## src/rtl/core/rmie_pkg.sv

```systemverilog
// shared types, constants and field layout for the register-memory executor
package rmie_pkg;

    localparam int NUM_REGS   = 16;
    localparam int MEM_WORDS  = 16 * 1024;
    localparam int XLEN       = 32;
    localparam int RIDX_W     = 4;
    localparam int OP_W       = 4;
    localparam int WORD_SHIFT = $clog2(4);
    localparam int REG_AW     = $clog2(NUM_REGS);
    localparam int MEM_AW     = $clog2(MEM_WORDS);

    // slave-side tdata layout
    localparam int D_RD_LSB   = 0;
    localparam int D_RS1_LSB  = D_RD_LSB + RIDX_W;
    localparam int D_RS2_LSB  = D_RS1_LSB + RIDX_W;
    localparam int D_IMM_LSB  = D_RS2_LSB + RIDX_W;
    localparam int D_USE_BIT  = D_IMM_LSB + XLEN;
    localparam int D_PD_LSB   = D_USE_BIT + 1;
    localparam int S_DATA_W   = ((D_PD_LSB + XLEN + 7) / 8) * 8;
    localparam int S_USER_W   = OP_W;

    // master-side tdata: reg_write, written_reg, result_value, fault, dz, halted
    localparam int M_DATA_W   = 1 + RIDX_W + XLEN + 3;

    typedef enum logic [OP_W-1:0] {
        OP_SET  = 4'd0,
        OP_ADD  = 4'd1,
        OP_SUB  = 4'd2,
        OP_MUL  = 4'd3,
        OP_DIV  = 4'd4,
        OP_LD   = 4'd5,
        OP_ST   = 4'd6,
        OP_RET  = 4'd7,
        OP_PRE  = 4'd8,
        OP_READ = 4'd9
    } t_op;

    typedef struct packed {
        logic clr_wr;
        logic load;
        logic rd_first;
        logic rd_second;
        logic cap_a;
        logic cap_b;
        logic exec;
        logic cap_div;
        logic cap_mem;
        logic wb;
    } t_dp_cmd;

    typedef struct packed {
        logic clr_last;
        logic div_wait;
        logic mem_wait;
        logic div_done;
        logic out_free;
        logic halted;
    } t_dp_stat;

endpackage

```

## src/rtl/core/rmie_ctrl.sv

```systemverilog
// controller state machine sequencing each transaction through the datapath
module rmie_ctrl (
    input  logic               i_clk,
    input  logic               i_rst_n,
    input  logic               i_s_tvalid,
    output logic               o_s_tready,
    input  rmie_pkg::t_dp_stat i_stat,
    output rmie_pkg::t_dp_cmd  o_cmd
);
    import rmie_pkg::*;

    typedef enum logic [8:0] {
        S_CLEAR = 9'b000000001,
        S_IDLE  = 9'b000000010,
        S_RD1   = 9'b000000100,
        S_RD2   = 9'b000001000,
        S_RD3   = 9'b000010000,
        S_EXEC  = 9'b000100000,
        S_DIV   = 9'b001000000,
        S_MEM   = 9'b010000000,
        S_WB    = 9'b100000000
    } t_state;

    t_state r_state;
    t_state n_state;

    always_ff @(posedge i_clk) begin
        if (!i_rst_n) begin
            r_state <= S_CLEAR;
        end else begin
            r_state <= n_state;
        end
    end

    always_comb begin
        n_state = r_state;
        o_cmd   = '0;
        unique case (r_state)
            S_CLEAR: begin
                o_cmd.clr_wr = 1'b1;
                if (i_stat.clr_last) begin
                    n_state = S_IDLE;
                end
            end
            S_IDLE: begin
                if (i_s_tvalid) begin
                    o_cmd.load = 1'b1;
                    n_state    = S_RD1;
                end
            end
            S_RD1: begin
                o_cmd.rd_first = 1'b1;
                n_state        = S_RD2;
            end
            S_RD2: begin
                o_cmd.cap_a     = 1'b1;
                o_cmd.rd_second = 1'b1;
                n_state         = S_RD3;
            end
            S_RD3: begin
                o_cmd.cap_b = 1'b1;
                n_state     = S_EXEC;
            end
            S_EXEC: begin
                o_cmd.exec = 1'b1;
                if (i_stat.div_wait) begin
                    n_state = S_DIV;
                end else if (i_stat.mem_wait) begin
                    n_state = S_MEM;
                end else begin
                    n_state = S_WB;
                end
            end
            S_DIV: begin
                if (i_stat.div_done) begin
                    o_cmd.cap_div = 1'b1;
                    n_state       = S_WB;
                end
            end
            S_MEM: begin
                o_cmd.cap_mem = 1'b1;
                n_state       = S_WB;
            end
            S_WB: begin
                // hold until the output register can take the result
                if (i_stat.out_free) begin
                    o_cmd.wb = 1'b1;
                    n_state  = S_IDLE;
                end
            end
            default: n_state = S_CLEAR;
        endcase
    end

    assign o_s_tready = (r_state == S_IDLE);

endmodule

```

## config.mk

```make
export PLATFORM = sky130hd
export DESIGN_NAME = rmie_ctrl
export DESIGN_NICKNAME = d
export VERILOG_FILES = /design/src/rtl/core/rmie_pkg.sv /design/src/rtl/core/rmie_ctrl.sv
export SDC_FILE = /design/constraint.sdc
export NUM_CORES = 1
export LEC_CHECK = 0
export BUFFER_PORTS_ARGS = -buffer_cell sky130_fd_sc_hd__buf_2
export CAP_MARGIN = 30
export CORE_MARGIN = 10
export CORE_UTILIZATION = 38
export CTS_BUF_LIST = sky130_fd_sc_hd__clkbuf_8 sky130_fd_sc_hd__clkbuf_16
export CTS_CLUSTER_SIZE = 40
export DETAILED_ROUTE_END_ITERATION = 10
export PLACE_DENSITY_LB_ADDON = 0.1
export SYNTH_ARGS = -nofsm -noshare
export SYNTH_HDL_FRONTEND = slang
export SYNTH_SLANG_ARGS = --single-unit
export TNS_END_PERCENT = 10
```

## constraint.sdc

```tcl
create_clock -name i_clk -period 2.77 [get_ports i_clk]
set_input_delay 0.277 -clock i_clk [delete_from_list [all_inputs] [get_ports i_clk]]
set_output_delay 0.277 -clock i_clk [all_outputs]
set_load 0.005 [all_outputs]
```

# After elaboration in Yosys (flattened, before gate mapping)
# Index checks and enable logic that the tools add are counted.
# Widths: inputs -> output; s select.
totals:
  reg_bits: 9
  inputBits: 9
  output_inout_bits: 11
op_classes:
  n_eq_ne: 13
  n_mux: 19
  n_reduce_logical: 1
ops:
  columns: ["operator", "n"]
  rows:
  - ["$pmux 9 s9", 1]
  - ["$mux 9", 6]
  - ["$mux 1", 11]
  - ["$eq 9x1->1 const B", 1]
  - ["$eq 9x2->1 const B", 1]
  - ["$eq 9x3->1 const B", 1]
  - ["$eq 9x4->1 const B", 1]
  - ["$eq 9x5->1 const B", 1]
  - ["$eq 9x6->1 const B", 1]
  - ["$eq 9x7->1 const B", 1]
  - ["$eq 9x8->1 const B", 1]
  - ["$eq 9x9->1 const B", 1]
  - ["$ne 2x2->1 const B", 4]
  - ["$reduce_and 4->1", 1]
  - ["$mux 2", 1]

# Logic depth before layout (Yosys ltp)
depth:
  depth_word: 3
  ltp_mapped: 6
  mapped_depth_nobuf: 4

# Worst setup path before layout
# OpenSTA, ideal clock, no wires.
synth_timing:
  kind: "register -> register"
  start: "register r_state[3]"
  end: "register r_state[0]"
  setup_ps: 115
  arrival_ps: 1634
  t_required_ps: 2655
  path_slack_ps: 1020
  path_stages_with_launch: 5
  cell_sequence: "dfxtp_1 -> buf_6 -> or4_4 -> or4b_1 -> a31o_1"
synth_via:
  elab_chain_cells: 3
  word_cells_on_any_way: 15
  classes_between: "eq/ne (13); mux (1); reduce/logical (1)"
synth_rtl:
  columns: ["item", "line_no", "source"]
  rows:
  - ["start, declared", "rmie_ctrl.sv:24", "t_state r_state;"]
  - ["start signal, assigned", "rmie_ctrl.sv:31", "r_state <= n_state;"]
  - ["$eq 9x1->1, or another cell as far along", "rmie_ctrl.sv:38", "unique case (r_state)"]
  - ["$ne 2x2->1 (no line)", null, null]
  - ["$reduce_and 4->1 (no line)", null, null]
# Several ways; a longest one is shown, not always the timed one.
# A chain may end at the register's enable or synchronous reset.

==> summary.md <==
| Metric | Value |
|---|---|
| Worst-path fanout max | `9` |
| Setup Crit Path Kind | `register to primary output` |
| Regs by FF count | `r_state: 9 flops` |
| Total GRT Usage | `9.52%` |
| Synth top area share | `25.9%` |
| Initial drt markers | `20` |
| FF-to-FF setup slack | `0.96 ns` |
| Reg2reg path depth | `3` |
| Crit Reg-Reg Endpoint | `r_state[0]$_SDFFE_PN1P_` |
| Pre-antenna DRT Iters | `4` |
| Fin. max-slew vios | `0` |
| DIE AREA | `3940 µm²` |
| CTS buffer count | `3` |
| Fin nets | `116` |
| I/O Pins | `20` |
| Initial antenna violation count | `0` |
| Max Cap Violations | `0` |
| # Post-CTS Setup Buffers | `0` |
| Clock buffer depth | `2` |
| Largest net degree at the start of global routing | `16` |
| Status | `complete, no violations` |
| Synthesized Nets | `100` |
| CP max stage delay | `0.58 ns` |
| Clock Latency Late Sink | `0.23 ns` |
| Wire per inst | `14.1 µm` |
| Cells on Worst Hold Path | `3` |
| Vias/cell | `5.40` |
| Vias post-DR | `708` |
| Slowest stage cell on the critical path | `nor4_1` |
| Startpoint Class | `register` |
| Core box area | `1730 µm²` |
| Vias in the first global route | `719` |
| VDD IR max | `0.000363 V` |
| I/O Buffers | `18` |
| Number of remaining DRC errors | `0` |
| Top delay family on crit path | `simple AND/OR/NAND/NOR gates` |
| Initial cell density of the core | `40.2%` |
| Final GP Congestion | `0.844` |
| Hold path startpoint | `i_stat[4]` |
| Crit end category | `primary output` |
| Hold Crit Endpoint | `r_state[6]$_SDFFE_PN0P_` |
| Tmin final | `2.14 ns` |
| CTS H-tree lvls | `1` |
| Post-Syn Area | `694 µm²` |
| Pwr Total | `465 µW` |
| Rel. slew slack | `59.5%` |
| RSZ-0062 raised after global routing | `false` |
| Area delta synth->final | `18.4%` |
| Slew @ Worst Pin | `0.601 ns` |
| First-pass GRT wire length | `3240 µm` |
| Critical path cell sequence | `nor4_1 -> nand2b_1 -> nor4_1 -> buf_2` |
| Final WL | `1840 µm` |
| Origin of the critical flop-to-flop path | `r_state[3]$_SDFFE_PN0P_` |
| Setup violations, final | `0` |
| Global route total overflow | `0` |
| Clock tree from TritonCTS | `done` |
| Biggest register | `r_state` |
| Distinct cells, synth | `33` |
| Final Cycle Share | `77.4%` |
| Row cnt | `15` |
| Sequential-to-total area share from yosys stat | `25.9%` |
| N_diodes | `0` |
| Yosys top cell by area | `dfxtp_1` |
| Hold Vio Cnt, Final | `0` |
| WP data arrival | `1.87 ns` |
| Cts repair resizes | `0` |
| DIE WIDTH | `62.8 µm` |
| Setup TNS | `0 ns` |
| Share of layout cells above drive strength 1 | `24.5%` |
| Syn Area/Cell | `7.63 µm²` |
| Chip height | `62.8 µm` |
| DRT antenna net count | `0` |
| Critical Path RT | `2.49 ns` |
| Mapped Cells | `91` |
| CTS Sinks | `9` |
| Post-DP HPWL | `1380 µm` |
| HP Class | `primary input to register` |
| Commonest non-fill, non-tap cell in the layout | `buf_2` |
| Hold buffer count at CTS | `0` |
| Synth area leaders | `dfxtp_1 (26%), nor3_1 (5.0%), nor2_1 (4.3%)` |
| Clock root cell | `clkbuf_8` |
| Buf+Inv Stages, Crit Path | `1` |
| Most numerous cell on the critical path | `nor4_1` |
| Commonest non-fill, non-tap cells in the layout | `buf_2 (18), dfxtp_1 (9), nor2_1 (8), nor3_1 (7), nand2_1 (6)` |
| Leak | `0.000381 µW` |
| Skew final | `0.00169 ns` |
| Yosys warnings | `0` |
| Clock slew seen by the registers of the worst setup and hold paths | `0.05 ns` |
| Max reg flops | `9` |
| #FFs+latches synth | `9` |
| PD cells | `565 nW/µm²` |
| Fmax | `466 MHz` |
## report_power, final
group          switching [µW]  internal (µW)
Sequential               32.3            141
Combinational            68.1           71.4
Clock                    54.8           96.8
## tightest hold or removal path: cells and delay by family
family	cells	cell delay, ns
buffers and inverters	1	0.11
AND/OR/NAND/NOR	1	0.05
AO/OA/AOI/OAI	1	0.06
## cells by family after synthesis
family	Yosys count	share of synthesized area [%]
buf+inv	11	7.75
compound gates	17	18.2
xor+xnor	3	3.78
flops	9	25.9
simple gates	51	44.3
## cell type report
| class | instances | area [µm²] |
|---|---|---|
| multi-input combinational | 71 | 460 |
| timing repair buffer | 18 | 90.1 |
| clock buffer | 3 | 41.3 |
| sequential | 9 | 180 |
| clock inverter | 1 | 3.75 |
| tap | 25 | 31.3 |
| inverter | 4 | 15.0 |
| fill | 191 | 905 |
## synthesized netlist by cell type
master / count
and4b_1: 1
or4_1: 1
o2111ai_1: 1
dfxtp_1: 9
or2_2: 2
a31o_1: 1
and4_1: 2
or3_1: 2
nor4_1: 4
nand2_1: 6
a311o_1: 1
buf_4: 1
nand2b_1: 3
a21oi_1: 1
inv_1: 4
and2_1: 1
o21ai_0: 4
nor4_2: 2
nand3_1: 5
or4b_1: 1
xor2_1: 3
or4_4: 1
buf_2: 1
nor2_1: 8
o211a_1: 2
nor3b_1: 4
o211ai_1: 3
a21boi_0: 3
buf_6: 1
nor3_1: 7
o41ai_1: 1
nor4b_1: 1
clkbuf_1: 4
## metrics by stage
stage	std cells	utilization, %	setup WS, ns	area (µm²)	hold WS (ns)
global route	131	47.6	0.492	822	0.329
finish	131	47.6	0.626	822	0.319
detailed placement	127	45.0	0.865	777	0.566
global placement	127	45.0	0.852	777	0.559
floorplan	91	-	1.02	694	0.420
CTS	131	47.6	0.615	822	0.317
## per-layer routing
metal / track usage, % / routed length [µm]
met4: 1.68 / 5
met5: 0 / 0
met1: 11.9 / 921
met2: 15.8 / 827
met3: 2.87 / 89
## how the worst max path moves through the flow
| stage | start | to | slack [ns] | depth (start not counted) |
|---|---|---|---|---|
| after floorplan | r_state[3]$_SDFFE_PN0P_ | r_state[0]$_SDFFE_PN1P_ | 1.02 | 4 |
| after global placement | r_state[3]$_SDFFE_PN0P_ | o_cmd[1] | 0.85 | 4 |
| after detailed placement | r_state[3]$_SDFFE_PN0P_ | o_cmd[2] | 0.87 | 4 |
| after CTS | r_state[3]$_SDFFE_PN0P_ | o_cmd[2] | 0.62 | 4 |
| after global routing | r_state[3]$_SDFFE_PN0P_ | o_cmd[2] | 0.49 | 4 |
| final | r_state[3]$_SDFFE_PN0P_ | o_cmd[2] | 0.63 | 4 |
No activity file was read; power rests on OpenSTA's default activity.
